**config.mk**
```make
export PLATFORM = sky130hd
export DESIGN_NAME = acia_serial_port_registers
export DESIGN_NICKNAME = d
export VERILOG_FILES = /design/src/design/aspr_pkg.sv /design/src/design/acia_serial_port_registers.sv /design/src/design/aspr_update.sv
export SDC_FILE = /design/constraint.sdc
export NUM_CORES = 1
export LEC_CHECK = 0
export ABC_CLOCK_PERIOD_IN_PS = 3100
export BUFFER_PORTS_ARGS = -buffer_cell sky130_fd_sc_hd__buf_2
export CAP_MARGIN = 10
export CORE_MARGIN = 2
export CORE_UTILIZATION = 52
export CTS_CLUSTER_SIZE = 40
export DETAILED_ROUTE_END_ITERATION = 6
export GPL_TIMING_DRIVEN = 0
export PLACE_DENSITY = 0.95
export RECOVER_POWER = 100
export SLEW_MARGIN = 25
export SYNTH_ARGS = -nofsm -noshare
export SYNTH_HDL_FRONTEND = slang
export SYNTH_HIERARCHICAL = 1
export SYNTH_SLANG_ARGS = --single-unit
```
**constraint.sdc**
```tcl
create_clock -name clk_i -period 3.1 [get_ports clk_i]
set_input_delay 0.775 -clock clk_i [delete_from_list [all_inputs] [get_ports clk_i]]
set_output_delay 0.775 -clock clk_i [all_outputs]
set_load 0.1 [all_outputs]
```
**src/design/aspr_pkg.sv**
```systemverilog
// Shared types, codes and field layout for the serial port register block.
`default_nettype none
package aspr_pkg;

  // Command codes carried in the low bits of the input tuser
  localparam logic [1:0] CMD_READ  = 2'd0;
  localparam logic [1:0] CMD_WRITE = 2'd1;
  localparam logic [1:0] CMD_TICK  = 2'd2;

  // Status bit positions (bits 7:4 always read as zero)
  localparam int unsigned ST_RDRF = 0;
  localparam int unsigned ST_TDRE = 1;
  localparam int unsigned ST_DCD  = 2;
  localparam int unsigned ST_CTS  = 3;

  // Control byte fields
  localparam logic [1:0] CTL_MASTER_RESET = 2'b11;
  localparam logic [1:0] CTL_RTS_LOW_TIE  = 2'b01;
  localparam int unsigned CTL_RIE_BIT     = 7;

  // Configuration register indexes (byte address 4*i)
  localparam logic [1:0] REG_LINE_ATTACHED   = 2'd0;
  localparam logic [1:0] REG_FORCE_CARRIER   = 2'd1;
  localparam logic [1:0] REG_DTR_FOLLOWS_RTS = 2'd2;

  localparam int unsigned ApbAddrW = 4;
  localparam int unsigned ApbDataW = 32;
  localparam int unsigned InDataW  = 24;
  localparam int unsigned InUserW  = 3;
  localparam int unsigned OutDataW = 32;

  typedef struct packed {
    logic line_attached;
    logic force_carrier;
    logic dtr_follows_rts;
  } cfg_t;

  typedef struct packed {
    logic [1:0] command;
    logic       port_select;
    logic [7:0] write_data;
    logic       cts_line;
    logic       dcd_line;
    logic       rx_valid;
    logic [7:0] rx_char;
    logic       tx_line_done;
    logic       new_connection;
    logic       connection_lost;
  } item_t;

  typedef struct packed {
    logic [3:0] status;
    logic [2:0] line_format;
    logic [7:0] rx_buffer;
    logic [7:0] tx_buffer;
    logic       tx_pending;
    logic       connected;
    logic       rts_deasserted;
    logic       dtr_level;
    logic       rx_irq_en;
    logic       tx_irq_en;
  } state_t;

  typedef struct packed {
    logic [7:0] read_data;
    logic       tx_valid;
    logic [7:0] tx_char;
    logic       rts_out;
    logic       dtr_out;
    logic       rx_enable;
    logic       rx_int_enable;
    logic       tx_int_enable;
    logic [2:0] line_format;
  } result_t;

endpackage
`default_nettype wire

```
**src/design/acia_serial_port_registers.sv**
```systemverilog
// Top level of the serial port register block: stream channels, APB config, state.
//
// Each input beat is one bus access (read or write of the status/control or
// data port) or one service tick carrying modem levels, an offered received
// character and line events. Each input beat yields exactly one output beat
// with the read byte, any character sent to the line, and the modem and
// interrupt-enable levels after the update.
// Output: the output beat is registered and appears in the cycle after the input beat is taken.
// Throughput: one beat per cycle unless stalled; the state update and result are
// combinational flag logic, and a single output register holds the result.
// Stall: while a result waits and m_axis_tready is low, s_axis_tready drops;
// the input is taken again in the same cycle the waiting result leaves.
// Reset: status, buffers and enables clear, RTS reads deasserted, all three
// configuration bits clear, and no output beat is pending.
// Configuration: APB writes at byte addresses 0, 4, 8 (line_attached,
// force_carrier, dtr_follows_rts); write only while the block is idle.
`default_nettype none
module acia_serial_port_registers (
  input  wire logic                          clk_i,
  input  wire logic                          rst_ni,
  input  wire logic                          s_axis_tvalid,
  output logic                               s_axis_tready,
  // tdata: write_data[7:0], cts_line[8], dcd_line[9], rx_valid[10], rx_char[18:11],
  //        tx_line_done[19], new_connection[20], connection_lost[21], zero[23:22]
  input  wire logic [aspr_pkg::InDataW-1:0]  s_axis_tdata,
  // tuser: command[1:0], port_select[2]
  input  wire logic [aspr_pkg::InUserW-1:0]  s_axis_tuser,
  output logic                               m_axis_tvalid,
  input  wire logic                          m_axis_tready,
  // tdata: read_data[7:0], tx_valid[8], tx_char[16:9], rts_out[17], dtr_out[18],
  //        rx_enable[19], rx_int_enable[20], tx_int_enable[21], line_format[24:22],
  //        zero[31:25]
  output logic [aspr_pkg::OutDataW-1:0]      m_axis_tdata,
  input  wire logic                          psel,
  input  wire logic                          penable,
  input  wire logic                          pwrite,
  input  wire logic [aspr_pkg::ApbAddrW-1:0] paddr,
  input  wire logic [aspr_pkg::ApbDataW-1:0] pwdata,
  output logic [aspr_pkg::ApbDataW-1:0]      prdata,
  output logic                               pready
);
  import aspr_pkg::*;

  cfg_t    cfg_q;
  state_t  state_q, state_d;
  result_t result_q, result_d;
  item_t   item;
  logic    out_valid_q;
  logic    in_beat;
  logic    cfg_wr;
  logic    cfg_bit;

  // Unpack the input beat
  assign item.command         = s_axis_tuser[1:0];
  assign item.port_select     = s_axis_tuser[2];
  assign item.write_data      = s_axis_tdata[7:0];
  assign item.cts_line        = s_axis_tdata[8];
  assign item.dcd_line        = s_axis_tdata[9];
  assign item.rx_valid        = s_axis_tdata[10];
  assign item.rx_char         = s_axis_tdata[18:11];
  assign item.tx_line_done    = s_axis_tdata[19];
  assign item.new_connection  = s_axis_tdata[20];
  assign item.connection_lost = s_axis_tdata[21];

  // Take a new beat whenever the output register is empty or draining
  assign s_axis_tready = !out_valid_q || m_axis_tready;
  assign in_beat       = s_axis_tvalid && s_axis_tready;

  aspr_update u_update (
    .state_i  (state_q),
    .cfg_i    (cfg_q),
    .item_i   (item),
    .state_o  (state_d),
    .result_o (result_d)
  );

  always_ff @(posedge clk_i or negedge rst_ni) begin
    if (!rst_ni) begin
      // clear everything except RTS, which comes up deasserted
      state_q     <= '{rts_deasserted: 1'b1, default: '0};
      out_valid_q <= 1'b0;
    end else begin
      if (in_beat) begin
        state_q <= state_d;
      end
      if (in_beat) begin
        out_valid_q <= 1'b1;
      end else if (m_axis_tready) begin
        out_valid_q <= 1'b0;
      end
    end
  end

  // Result payload: hold while stalled, load with each accepted beat
  always_ff @(posedge clk_i) begin
    if (in_beat) begin
      result_q <= result_d;
    end
  end

  assign m_axis_tvalid = out_valid_q;
  assign m_axis_tdata  = {7'd0, result_q.line_format, result_q.tx_int_enable,
                          result_q.rx_int_enable, result_q.rx_enable, result_q.dtr_out,
                          result_q.rts_out, result_q.tx_char, result_q.tx_valid,
                          result_q.read_data};

  // APB configuration: single-bit registers, word aligned
  assign pready = 1'b1;
  assign cfg_wr = psel && penable && pwrite;

  always_ff @(posedge clk_i or negedge rst_ni) begin
    if (!rst_ni) begin
      cfg_q <= '0;
    end else if (cfg_wr) begin
      unique case (paddr[3:2])
        REG_LINE_ATTACHED:   cfg_q.line_attached   <= pwdata[0];
        REG_FORCE_CARRIER:   cfg_q.force_carrier   <= pwdata[0];
        REG_DTR_FOLLOWS_RTS: cfg_q.dtr_follows_rts <= pwdata[0];
        default: begin
        end
      endcase
    end
  end

  always_comb begin
    unique case (paddr[3:2])
      REG_LINE_ATTACHED:   cfg_bit = cfg_q.line_attached;
      REG_FORCE_CARRIER:   cfg_bit = cfg_q.force_carrier;
      REG_DTR_FOLLOWS_RTS: cfg_bit = cfg_q.dtr_follows_rts;
      default:             cfg_bit = 1'b0;
    endcase
  end

  assign prdata = {{(ApbDataW-1){1'b0}}, cfg_bit};

endmodule
`default_nettype wire

```
**src/design/aspr_update.sv**
```systemverilog
// Next-state and result logic for one bus access or service tick.
`default_nettype none
module aspr_update (
  input  aspr_pkg::state_t  state_i,
  input  aspr_pkg::cfg_t    cfg_i,
  input  aspr_pkg::item_t   item_i,
  output aspr_pkg::state_t  state_o,
  output aspr_pkg::result_t result_o
);
  import aspr_pkg::*;

  state_t     nx;
  logic [7:0] rdata;
  logic       sent;
  logic [7:0] ch;

  always_comb begin
    nx    = state_i;
    rdata = 8'd0;
    sent  = 1'b0;
    ch    = 8'd0;
    unique case (item_i.command)
      CMD_READ: begin
        if (item_i.port_select) begin
          rdata             = state_i.rx_buffer;
          nx.status[ST_RDRF] = 1'b0;
        end else begin
          rdata = {4'd0, state_i.status};
        end
      end
      CMD_WRITE: begin
        if (item_i.port_select) begin
          nx.tx_buffer       = item_i.write_data;
          nx.status[ST_TDRE] = 1'b0;
          nx.tx_pending      = 1'b1;
        end else begin
          nx.line_format = item_i.write_data[4:2];
          if (item_i.write_data[1:0] == CTL_MASTER_RESET) begin
            // keep only the modem line bits
            nx.status[ST_RDRF] = 1'b0;
            nx.status[ST_TDRE] = 1'b0;
            nx.tx_pending      = 1'b0;
          end else if (cfg_i.line_attached) begin
            nx.rx_irq_en      = item_i.write_data[CTL_RIE_BIT];
            nx.tx_irq_en      = (item_i.write_data[6:5] == CTL_RTS_LOW_TIE);
            nx.rts_deasserted = item_i.write_data[6];
            if (cfg_i.dtr_follows_rts) begin
              nx.dtr_level = !item_i.write_data[6];
            end
          end
        end
      end
      CMD_TICK: begin
        if (cfg_i.line_attached) begin
          if (item_i.new_connection) begin
            nx.connected      = 1'b1;
            nx.rts_deasserted = 1'b1;
            nx.dtr_level      = 1'b0;
          end
          nx.status[ST_CTS] = !item_i.cts_line;
          nx.status[ST_DCD] = !(item_i.dcd_line || cfg_i.force_carrier);
        end
        // move a pending character onto the line unless CTS holds it off
        if (nx.tx_pending && (!cfg_i.line_attached || !nx.status[ST_CTS])) begin
          sent          = 1'b1;
          ch            = nx.tx_buffer;
          nx.tx_pending = 1'b0;
          if (cfg_i.line_attached && item_i.connection_lost) begin
            nx.connected = 1'b0;
          end
        end
        if (!nx.tx_pending && !nx.status[ST_TDRE]) begin
          if (!cfg_i.line_attached || (item_i.tx_line_done && nx.connected)) begin
            nx.status[ST_TDRE] = 1'b1;
          end
        end
        // drop characters on a full buffer or with no carrier
        if (!nx.status[ST_RDRF] && item_i.rx_valid) begin
          if (!cfg_i.line_attached || !nx.status[ST_DCD]) begin
            nx.rx_buffer       = item_i.rx_char;
            nx.status[ST_RDRF] = 1'b1;
          end
        end
      end
      default: begin
      end
    endcase
  end

  assign state_o                = nx;
  assign result_o.read_data     = rdata;
  assign result_o.tx_valid      = sent;
  assign result_o.tx_char       = ch;
  assign result_o.rts_out       = !nx.rts_deasserted;
  assign result_o.dtr_out       = nx.dtr_level;
  assign result_o.rx_enable     = !nx.status[ST_DCD];
  assign result_o.rx_int_enable = nx.rx_irq_en;
  assign result_o.tx_int_enable = nx.tx_irq_en;
  assign result_o.line_format   = nx.line_format;

endmodule
`default_nettype wire

```
Word level (Yosys, flattened, before mapping)
Cells that the tools add are included.
Word-level totals
  bits in latches: 0
  logic and storage cells: 115
  output and inout bits: 67
  memory bits (writable): 0
  memories kept: 0
  input bits: 70
  ROM bits: 0
  flip-flop bits (word level): 58
Cells by class
  multiply operators: 0
  $add $sub $neg: 0
  bitwise logic cells: 0
  reduce and logical (&&, ||, !) cells: 41
  div/mod/pow operators: 0
  equal/unequal tests: 14
  muxes and demuxes: 33
  shift operators: 0
  order comparisons: 0
Operator list (number)
  $mux 4: 5
  $mux 1: 14
  $logic_not 1->1: 12
  $mux 2: 6
  $reduce_and 2->1: 6
  $ne 2x1->1 const B: 5
  $mux 3: 3
  $logic_and 1x1->1: 8
  $reduce_and 7->1: 1
  $eq 2x1->1 const B: 3
  $eq 2x2->1 const B: 3
  $pmux 1 s3: 2
  $reduce_and 3->1: 2
  $logic_or 1x1->1: 5
  $reduce_and 5->1: 1
  $logic_not 2->1: 2
  $ne 2x2->1 const B: 2
  $pmux 1 s2: 2
  $pmux 2 s2: 1
  $reduce_and 4->1: 1
  $reduce_bool 2->1: 2
  $ne 3x2->1 const B: 1
  $reduce_bool 3->1: 1

Logic depth before layout (Yosys ltp)
Gate-level depths: netlist of run 1.
  word-level depth: 14
  mapped depth: 8
  gate-level depth less buffers: 6

Cells and area by module
The synthesis of run 1 kept the hierarchy.
By module, submodules not included
  acia_serial_port_registers: cells each 146, area an instance 2471.1 µm², times used 1, sequential area each 1577.8 µm²
  aspr_update: cells each 106, area an instance 805.8 µm², times used 1, sequential area each 0.0 µm²

Worst setup path after synthesis of run 1
No wires, ideal clock.
  kind: flip-flop to flip-flop
  start point: register out_valid_q (netlist: m_axis_tvalid)
  end point: register result_q, in the netlist m_axis_tdata[0] (enable)
  data required time: 2.720 ns
  setup time: 0.380 ns
  cell stages (with the launch flop): 5
  period minus slack after synthesis: 2.369 ns
  arrival: 1.989 ns
  path buffers: 1
  path slack: 0.731 ns
  cells stage by stage: dfrtp_1 nand2b_4 nand2_4 buf_6 inv_1
On the way
  cells in the longest elaborated chain, start to end: 3
Ends and longest elaborated chain
  start: declaration: line acia_serial_port_registers.sv:48  | logic out_valid_q;
  start signal: assignment: line acia_serial_port_registers.sv:81  | out_valid_q <= 1'b0;
  start signal: assignment: line acia_serial_port_registers.sv:87  | out_valid_q <= 1'b1;
  start signal: assignment: line acia_serial_port_registers.sv:89  | out_valid_q <= 1'b0;
  $logic_not 1->1: line acia_serial_port_registers.sv:66  | assign s_axis_tready = !out_valid_q || m_axis_tready;
  $logic_or 1x1->1: line acia_serial_port_registers.sv:66
  net s_axis_tready: line acia_serial_port_registers.sv:22  | output logic s_axis_tready,
  $logic_and 1x1->1: line acia_serial_port_registers.sv:67  | assign in_beat = s_axis_tvalid && s_axis_tready;
  net in_beat: line acia_serial_port_registers.sv:49  | logic in_beat;
  end signal: assignment: line acia_serial_port_registers.sv:97  | result_q <= result_d;
  end: declaration: line acia_serial_port_registers.sv:46  | result_t result_q, result_d;
The timed path passes the listed nets, and every way through them passes these cells.
A chain may end at the register's enable or synchronous reset.

Worst setup path in the final report of run 1
  start point: input port m_axis_tready
  end point: output port s_axis_tready
On the way
  cells in the longest elaborated chain, start to end: 1
Ends and longest elaborated chain
  start: declaration: line acia_serial_port_registers.sv:29  | input wire logic m_axis_tready,
  $logic_or 1x1->1: line acia_serial_port_registers.sv:66
  end: declaration: line acia_serial_port_registers.sv:22
Every way passes these cells.

==> results.py, run 1 <==
metrics = {
    "status": {
        "status": "complete, but fails checks",
        "violations": "capacitance limit, slew limit",
    },
    "layout": {
        "post-route-util_pct": 65.2,
        "antennaDiodeCount": 0,
        "final_common_cell": "buf_4",
        "area_delta_synth_final_pct": 19.1,
        "final_nets": 436,
        "final_cell_mix": "buf_4, conb_1, dfrtp_1, buf_2, clkbuf_1",
        "final_layout_size_suffix_gt1_share_pct": 36.2,
        "fillers": 450,
        "final_area_um2": 3900,
    },
    "drt": {
        "routed_wl_um": 6690,
        "via_per_inst": 4.89,
        "drt-pass1-iter-count": 4,
        "wl_per_cell_um": 15.1,
        "drt_first_iter_violations": 97,
        "drc": 0,
        "ant_nets": 0,
        "vias": 2160,
    },
    "place": {
        "port_buffers": 62,
        "hpwl_um": 4830,
        "finalWeightedCongestion": 0.833,
        "placed_cell_area_um2": 3820,
    },
    "global_route": {
        "antenna_found_initial": 0,
        "grt_pass1_wl_um": 11100,
        "gr-total-overflow": 0,
        "grt_util_met2_pct": 35.7,
        "grt_max_degree": 34,
        "top_usage_layer": "met2",
        "met1_usage_pct": 23.5,
        "grt_use_total_pct": 20.7,
        "grt_pass1_vias": 2236,
        "grtUsageMet3_pct": 5.57,
    },
    "timing": {
        "fin_crit_sh_pct": 84.9,
        "finalHoldViolations": 0,
        "setup_tns_ns": 0,
        "period_needed_ns": 2.63,
        "fin_skew_ns": 0.0117,
        "worst_slew_pin_slew_ns": 1.80,
        "rsz0062_at_grt": "false",
        "slew_headroom_pct": -19.8,
        "setup_viol": 0,
        "finalMaxSlewViolations": 34,
        "fmax_ghz": 0.380,
    },
    "yosys": {
        "synth_area_per_cell_um2": 13.0,
        "synthCells": 252,
        "synth_ff_type": "dfrtp_1",
        "ys_seq_elements": 58,
        "synth_seq_area_share_pct": 48.1,
        "synth.cell_area_um2": 3280,
        "yosysWarningCount": 6,
        "synth-async-reset-ratio_pct": 56.9,
        "synth_edf_count": 25,
        "synth_cell_types": 43,
    },
    "cts": {
        "path_clk_slew_ns": 0.07,
        "htree_num_levels": 3,
        "post_cts_buffers": 0,
        "numCtsBuffers": 9,
        "clock-root-buffer": "clkbuf_8",
        "cts_buffer_depth": 2,
        "postCtsHoldBufs": 0,
        "ctsResizeCount": 0,
        "cts_sinks": 58,
        "tritoncts": "done",
        "clkLatencyLatePin_ns": 0.34,
    },
    "pwr": {
        "ir_worst_vdd_mv": 0.594,
        "p_leak_nw": 1.85,
        "p_per_area_nw_per_um2": 793,
    },
    "job": {
        "max-cap-violations": 1,
    },
    "setup_path": {
        "crit_slowest_cell": "clkbuf_1",
        "worstSetupStartpointType": "primary input",
        "r2r_setup_slack_ns": 1.06,
        "worst_setup_path_end_kind": "output port",
        "cp_cell_sequence": "buf_2, nand2b_1, clkbuf_1",
        "cpPeakStageDelay_ns": 0.88,
        "crit_type": "primary input to output port",
        "crit_path_max_fanout": 3,
        "crit_arrival_ns": 1.86,
        "cp.required_ns": 2.32,
    },
    "floorplan": {
        "num_rows": 28,
        "fp.dieW_um": 83.4,
        "initial_core_util_pct": 54.7,
        "die-area_um2": 6950,
        "die_h_um": 83.4,
        "core_um2": 5990,
        "io-pin-count": 137,
    },
    "worst_hold_path": {
        "min_path_type": "register to register",
    },
}
## cells by family after synthesis
group | share of synthesized area [%]
muxes | 23.1
adders and majority gates | 1.53
AOI/OAI and AO/OA | 5.15
and+or+nand+nor | 8.82
buffers and inverters | 13.1
other | 0.229
DFF | 48.1
## area by class of cell
cell class,count,area (um2),area share [%]
buffer,53,399,10.2
clock inverter,6,88.8,2.28
timing repair buffer,62,273,6.99
tap,75,93.8,2.40
sequential,58,1580,40.4
clock buffer,10,138,3.53
inverter,7,26.3,0.673
multi-input combinational,171,1310,33.5
## registers in the layout, indices dropped and copies added (netlist names)
| name | flops |
|---|---|
| state_q | 29 |
| m_axis_tdata | 25 |
| cfg_q | 3 |
| m_axis_tvalid | 1 |
## through the flow
stage	power [mW]	hold slack, ns	std cells	setup WS, ns
after floorplan	2.24	0.476	289	0.731
after global placement	2.37	0.487	426	0.613
after detailed placement	2.43	0.498	426	0.507
after CTS	3.23	0.514	442	0.614
after global routing	3.23	0.537	442	0.451
final	3.10	0.517	442	0.468
## path summary, 6_finish.rpt
path	from	to	depth (start not counted)
worst max-delay path	m_axis_tready	s_axis_tready	3
worst min-delay path	state_q[1]	state_q[1]	1
worst max register to register	m_axis_tvalid	m_axis_tdata[13]	4
worst min register to register	state_q[1]	state_q[1]	1
max in group asynchronous	rst_ni	cfg_q[2]	1
min in group asynchronous	rst_ni	state_q[19]	1
## critical path: cells and delay by family
kind                   cells  cell delay [ns]
and+or+nand+nor            1             0.13
buffers and inverters      2             0.95
## where the power goes
group | leakage [nW] | switching, mW | total [mW] | internal, mW
sequential | 0.651 | 0.153 | 1.19 | 1.03
combinational | 1.08 | 0.715 | 1.11 | 0.395
clock | 0.109 | 0.322 | 0.797 | 0.475
## layer usage
metal	routed length (um)	vias up
met3	447	23
met1	2610	1014
met5	0	-
met4	229	0
li1	-	1033
met2	3410	90
## cell usage after synthesis (all sizes together), types with 3 or more instances
cell type | count | area (um2)
and2 | 8 | 50.1
nand2b | 4 | 32.5
nand3 | 5 | 25.0
ha | 4 | 50.1
mux2i | 5 | 50.1
nor2b | 5 | 31.3
a21oi | 4 | 23.8
inv | 7 | 26.3
buf | 53 | 402
mux2 | 53 | 706
and3 | 4 | 25.0
dfrtp | 32 | 801
nand2 | 10 | 47.6
edfxtp | 25 | 751
nor3 | 3 | 31.3
o21ai | 5 | 25.0
No activity file was read; power rests on OpenSTA's default activity.
==> inputs of run 2 (changes only) <==
--- a/config.mk
+++ b/config.mk
@@ -5,15 +5,15 @@
 export SDC_FILE = /design/constraint.sdc
 export NUM_CORES = 1
 export LEC_CHECK = 0
-export ABC_CLOCK_PERIOD_IN_PS = 3100
+export ABC_CLOCK_PERIOD_IN_PS = 2550
 export BUFFER_PORTS_ARGS = -buffer_cell sky130_fd_sc_hd__buf_2
 export CAP_MARGIN = 10
 export CORE_MARGIN = 2
-export CORE_UTILIZATION = 52
+export CORE_UTILIZATION = 48
 export CTS_CLUSTER_SIZE = 40
 export DETAILED_ROUTE_END_ITERATION = 6
 export GPL_TIMING_DRIVEN = 0
-export PLACE_DENSITY = 0.95
+export PLACE_DENSITY = 0.92
 export RECOVER_POWER = 100
 export SLEW_MARGIN = 25
 export SYNTH_ARGS = -nofsm -noshare
==> constraint.sdc (replaced) <==
create_clock -name clk_i -period 2.55 [get_ports clk_i]
set_input_delay 0.6375 -clock clk_i [delete_from_list [all_inputs] [get_ports clk_i]]
set_output_delay 0.6375 -clock clk_i [all_outputs]
set_load 0.1 [all_outputs]
==> run 2 against run 1 <==
  * Global-route usage down 2.4 points
  * Count of clock-buffer cells in the layout up 1
  * Sequential cell count is the same
  * Largest cell class unchanged
  * Sequential share of layout area decreased by 0.065 points
  * The run still ends with capacitance limit, slew limit left
  * Hold slack improved by 0.0022 ns
  * Clock skew down 0.0062 ns
==> results.py, run 2 (same netlist as run 1, synthesis figures left out) <==
metrics = {
    "timing": {
        "slew_headroom_pct": -21.5,
        "fin_skew_ns": 0.00556,
        "finalHoldViolations": 0,
        "setup_tns_ns": 0,
        "fin_crit_sh_pct": 89.7,
        "worst_slew_pin_slew_ns": 1.82,
        "period_needed_ns": 2.29,
        "setup_viol": 0,
        "fmax_ghz": 0.437,
        "rsz0062_at_grt": "false",
        "finalMaxSlewViolations": 34,
    },
    "drt": {
        "routed_wl_um": 6510,
        "wl_per_cell_um": 14.6,
        "via_per_inst": 4.84,
        "ant_nets": 0,
        "vias": 2164,
        "drc": 0,
        "drt-pass1-iter-count": 4,
        "drt_first_iter_violations": 92,
    },
    "job": {
        "max-cap-violations": 1,
    },
    "global_route": {
        "antenna_found_initial": 0,
        "grt_pass1_wl_um": 10400,
        "gr-total-overflow": 0,
        "grt_pass1_vias": 2195,
        "grt_use_total_pct": 18.3,
        "grt_max_degree": 34,
    },
    "layout": {
        "final_nets": 436,
        "fin_cells": 447,
        "largest_reg_flops": 29,
        "final_cell_mix": "buf_4, conb_1, clkbuf_1",
        "final_layout_size_suffix_gt1_share_pct": 36.5,
        "final_common_cell": "buf_4",
        "regMostFlops": "state_q",
        "area_delta_synth_final_pct": 19.3,
        "antennaDiodeCount": 0,
        "final_area_um2": 3910,
    },
    "setup_path": {
        "crit_start": "paddr[2]",
        "worst-r2r-cell-count": 4,
        "r2r-start": "m_axis_tvalid",
        "worstSetupStartpointType": "primary input",
        "endpoint": "prdata[0]",
        "worst_setup_path_end_kind": "output port",
        "cp.required_ns": 1.91,
        "reg2reg_to": "m_axis_tdata[3]",
        "crit_path_max_fanout": 5,
        "crit_arrival_ns": 1.65,
        "r2r_setup_slack_ns": 0.50,
        "crit_type": "primary input to output port",
    },
    "place": {
        "finalWeightedCongestion": 0.722,
        "placed_cell_area_um2": 3830,
        "dp_cells": 431,
        "hpwl_um": 4740,
        "port_buffers": 62,
    },
    "floorplan": {
        "fp.dieW_um": 86.6,
        "num_rows": 30,
        "die-area_um2": 7500,
        "io-pin-count": 137,
        "initial_core_util_pct": 49.0,
        "core_um2": 6680,
        "die_h_um": 86.6,
    },
    "pwr": {
        "switchingPower_mw": 1.43,
        "combinationalPowerShare_pct": 36.3,
        "clkPwrFrac_pct": 25.0,
        "p_int_mw": 2.31,
        "pwr-share-seq_pct": 38.6,
        "p_per_area_nw_per_um2": 957,
        "ir_worst_vdd_mv": 0.332,
        "p_leak_nw": 1.85,
        "p_sw_share_pct": 38.2,
    },
    "cts": {
        "tritoncts": "done",
        "postCtsHoldBufs": 0,
        "htree_num_levels": 3,
        "clkLatencyLatePin_ns": 0.34,
        "post_cts_buffers": 0,
        "clock-root-buffer": "clkbuf_8",
        "numCtsBuffers": 9,
        "cts_sinks": 58,
        "path_clk_slew_ns": 0.06,
        "ctsResizeCount": 0,
        "cts_buffer_depth": 2,
    },
    "status": {
        "violations": "capacitance limit, slew limit",
        "status": "complete, but fails checks",
    },
    "worst_hold_path": {
        "min_path_type": "register to register",
    },
}
==> run 2: cell types whose count changed in the layout (fill, tap and decap cells not counted), moves of 2 or more <==
| cell | delta |
|---|---|
| buf_2 | -2 |
| clkbuf_1 | +2 |
| clkbuf_2 | +2 |
| mux2_1 | -2 |
| mux2_4 | +2 |
==> run 2: critical path: stages <==
cell and delay (ns):
buf_2 0.13, mux2i_1 0.11, o21ai_0 0.19, buf_4 0.14
clkbuf_2 0.44
==> run 2: layout make-up <==
class	count	area (um2)
inverters	7	26.3
flip-flops and latches	58	1580
clock buffers	11	141
repair buffers	62	273
plain buffers	53	392
well taps	80	100
multi-input cells	171	1320
fillers	580	2770
clock inverters	5	77.6
==> run 2: metrics by stage <==
| stage | hold WS, ns | total power [mW] | setup WS (ns) | util (%) |
|---|---|---|---|---|
| after floorplan | 0.342 | 2.72 | 0.181 | - |
| after global placement | 0.486 | 2.88 | 0.201 | 57.3 |
| after detailed placement | 0.498 | 2.97 | 0.156 | 57.3 |
| after CTS | 0.372 | 3.92 | 0.270 | 60.5 |
| after global routing | 0.540 | 3.90 | 0.133 | 58.5 |
| final | 0.519 | 3.74 | 0.263 | 58.5 |
==> run 2: how the worst min path moves through the flow <==
stage          slack (ns)         from  depth (start not counted)     endpoint
2_1_floorplan        0.34       rst_ni                          0     cfg_q[0]
6_report             0.52  state_q[21]                          1  state_q[21]
3_5_place_dp         0.50   state_q[0]                          1   state_q[0]
3_3_place_gp         0.49   state_q[1]                          1   state_q[1]
5_1_grt              0.54   state_q[8]                          1   state_q[8]
4_1_cts              0.37       rst_ni                          1   state_q[8]
==> run 2: routing by layer <==
metal / vias to the layer above / wire (um) / global-route usage, %
li1: 1031 / - / -
met1: 1034 / 2690 / 21.7
met2: 92 / 3290 / 31.0
met3: 7 / 464 / 5.14
met4: 0 / 69 / 7.81
met5: - / 0 / 0
==> run 2: power groups by stage <==
| stage | sequential, mW | clock (mW) | combinational, mW |
|---|---|---|---|
| floorplan | 1.69 | 0 | 1.03 |
| CTS | 1.45 | 0.959 | 1.51 |
| finish | 1.45 | 0.937 | 1.36 |
| detailed placement | 1.46 | 0 | 1.51 |
| global placement | 1.43 | 0 | 1.45 |
| global route | 1.48 | 0.992 | 1.43 |
==> inputs of run 3 (changes only) <==
--- a/config.mk
+++ b/config.mk
@@ -5,7 +5,7 @@
 export SDC_FILE = /design/constraint.sdc
 export NUM_CORES = 1
 export LEC_CHECK = 0
-export ABC_CLOCK_PERIOD_IN_PS = 2550
+export ABC_CLOCK_PERIOD_IN_PS = 2420
 export BUFFER_PORTS_ARGS = -buffer_cell sky130_fd_sc_hd__buf_2
 export CAP_MARGIN = 10
 export CORE_MARGIN = 2
==> constraint.sdc (replaced) <==
create_clock -name clk_i -period 2.42 [get_ports clk_i]
set_input_delay 0.605 -clock clk_i [delete_from_list [all_inputs] [get_ports clk_i]]
set_output_delay 0.605 -clock clk_i [all_outputs]
set_load 0.1 [all_outputs]
==> run 3 against run 2 <==
  * The run still ends with capacitance limit, slew limit left
  * Sequential power rose by 5%
  * Sequential share of layout area down 0.065 points
  * Critical path depth stayed put
  * Sequential cell count unchanged
  * Routed wire length down 0.43%
  * Worst setup slack worse by 0.065 ns
  * First-iteration DRC count fell by 8.7%
  * Largest power group unchanged
==> results.py, run 3 (same netlist as run 1, synthesis figures left out) <==
metrics = {
    "status": {
        "status": "complete, but fails checks",
        "violations": "capacitance limit, slew limit",
    },
    "timing": {
        "setup_viol": 0,
        "slew_headroom_pct": -22.1,
        "fin_skew_ns": 0.00492,
        "rsz0062_at_grt": "false",
        "worst_slew_pin_slew_ns": 1.83,
        "fmax_ghz": 0.450,
        "fin_crit_sh_pct": 91.8,
        "setup_ws_ns": 0.198,
        "setup_tns_ns": 0,
        "finalHoldViolations": 0,
        "period_needed_ns": 2.22,
        "finalMaxSlewViolations": 34,
    },
    "cts": {
        "clock-root-buffer": "clkbuf_8",
        "tritoncts": "done",
        "cts_buffer_depth": 2,
        "ctsResizeCount": 0,
        "numCtsBuffers": 9,
        "post_cts_buffers": 0,
        "clkLatencyLatePin_ns": 0.34,
        "path_clk_slew_ns": 0.06,
        "cts_sinks": 58,
        "postCtsHoldBufs": 0,
        "htree_num_levels": 3,
    },
    "pwr": {
        "clkPwrFrac_pct": 25.0,
        "combinationalPowerShare_pct": 36.4,
        "pwr-share-seq_pct": 38.6,
        "p_int_mw": 2.44,
        "p_per_area_nw_per_um2": 1010,
        "p_leak_nw": 1.86,
        "ir_worst_vdd_mv": 0.350,
        "p_sw_share_pct": 38.1,
        "switchingPower_mw": 1.50,
    },
    "place": {
        "hpwl_um": 4740,
        "port_buffers": 62,
        "placed_cell_area_um2": 3830,
        "dp_slack_ns": 0.0582,
        "dp_cells": 431,
        "finalWeightedCongestion": 0.722,
    },
    "setup_path": {
        "crit_path_max_fanout": 5,
        "crit_arrival_ns": 1.62,
        "r2r_setup_slack_ns": 0.37,
        "cp.required_ns": 1.81,
        "crit_type": "primary input to output port",
        "worstSetupStartpointType": "primary input",
        "worst_setup_path_end_kind": "output port",
    },
    "global_route": {
        "gr-total-overflow": 0,
        "antenna_found_initial": 0,
        "grt_use_total_pct": 18.3,
        "grt_util_met2_pct": 31.0,
        "grt_max_degree": 34,
        "grtUsageMet3_pct": 5.14,
        "top_usage_layer": "met2",
        "grt_pass1_wl_um": 10400,
        "met1_usage_pct": 21.7,
        "grt_pass1_vias": 2195,
    },
    "floorplan": {
        "num_rows": 30,
        "io-pin-count": 137,
        "fp.dieW_um": 86.6,
        "die-area_um2": 7500,
        "core_um2": 6680,
        "initial_core_util_pct": 49.0,
        "die_h_um": 86.6,
    },
    "layout": {
        "fin_cells": 447,
        "regMostFlops": "state_q",
        "antennaDiodeCount": 0,
        "area_delta_synth_final_pct": 19.5,
        "final_common_cell": "buf_4",
        "final_nets": 436,
        "largest_reg_flops": 29,
        "final_cell_mix": "buf_4, conb_1, clkbuf_1",
        "final_area_um2": 3920,
        "final_layout_size_suffix_gt1_share_pct": 37.1,
    },
    "drt": {
        "drt_first_iter_violations": 84,
        "drc": 0,
        "ant_nets": 0,
        "via_per_inst": 4.85,
        "vias": 2166,
        "wl_per_cell_um": 14.5,
        "drt-pass1-iter-count": 4,
        "routed_wl_um": 6480,
    },
    "job": {
        "max-cap-violations": 1,
    },
    "worst_hold_path": {
        "min_path_type": "primary input to register",
    },
}
==> run 3: layout make-up <==
cell class	instances	area, um2
Fill cell	577	2770
Sequential cell	58	1580
Multi-Input combinational cell	171	1330
Buffer	53	392
Timing Repair Buffer	62	273
Clock buffer	11	141
Tap cell	80	100
Clock inverter	5	77.6
Inverter	7	26.3
==> run 3: critical path: stages <==
cell      delay [ns]
buf_2           0.13
mux2i_1         0.11
o21ai_0         0.19
buf_4           0.14
clkbuf_2        0.44
==> run 3: final timing paths <==
| path | startpoint | end | cells after the start |
|---|---|---|---|
| setup / recovery | paddr[2] | prdata[0] | 5 |
| hold reg to reg | state_q[21] | state_q[21] | 1 |
| max in group asynchronous | rst_ni | cfg_q[2] | 1 |
| setup reg to reg | m_axis_tvalid | m_axis_tdata[3] | 4 |
| min in group asynchronous | rst_ni | state_q[19] | 1 |
| hold / removal | s_axis_tvalid | m_axis_tvalid | 2 |
==> run 3: per-stage QoR <==
stage	utilization (%)	hold WS [ns]	power, mW
after floorplan	-	0.309	2.87
after global placement	57.3	0.486	3.03
after detailed placement	57.3	0.498	3.13
after CTS	60.5	0.340	4.14
after global routing	58.6	0.520	4.12
final	58.6	0.513	3.95
==> run 3: power by group through the flow <==
stage / combinational [mW] / sequential, mW / clock [mW]
finish: 1.44 / 1.52 / 0.987
global route: 1.52 / 1.56 / 1.05
CTS: 1.60 / 1.53 / 1.01
detailed placement: 1.59 / 1.54 / 0
global placement: 1.53 / 1.50 / 0
floorplan: 1.08 / 1.79 / 0
==> run 3: per-layer routing <==
metal / part of all wire [%] / vias up
met2: 50 / 92
li1: - / 1032
met1: 40 / 1031
met4: 2.0 / 0
met5: 0 / -
met3: 7.1 / 11
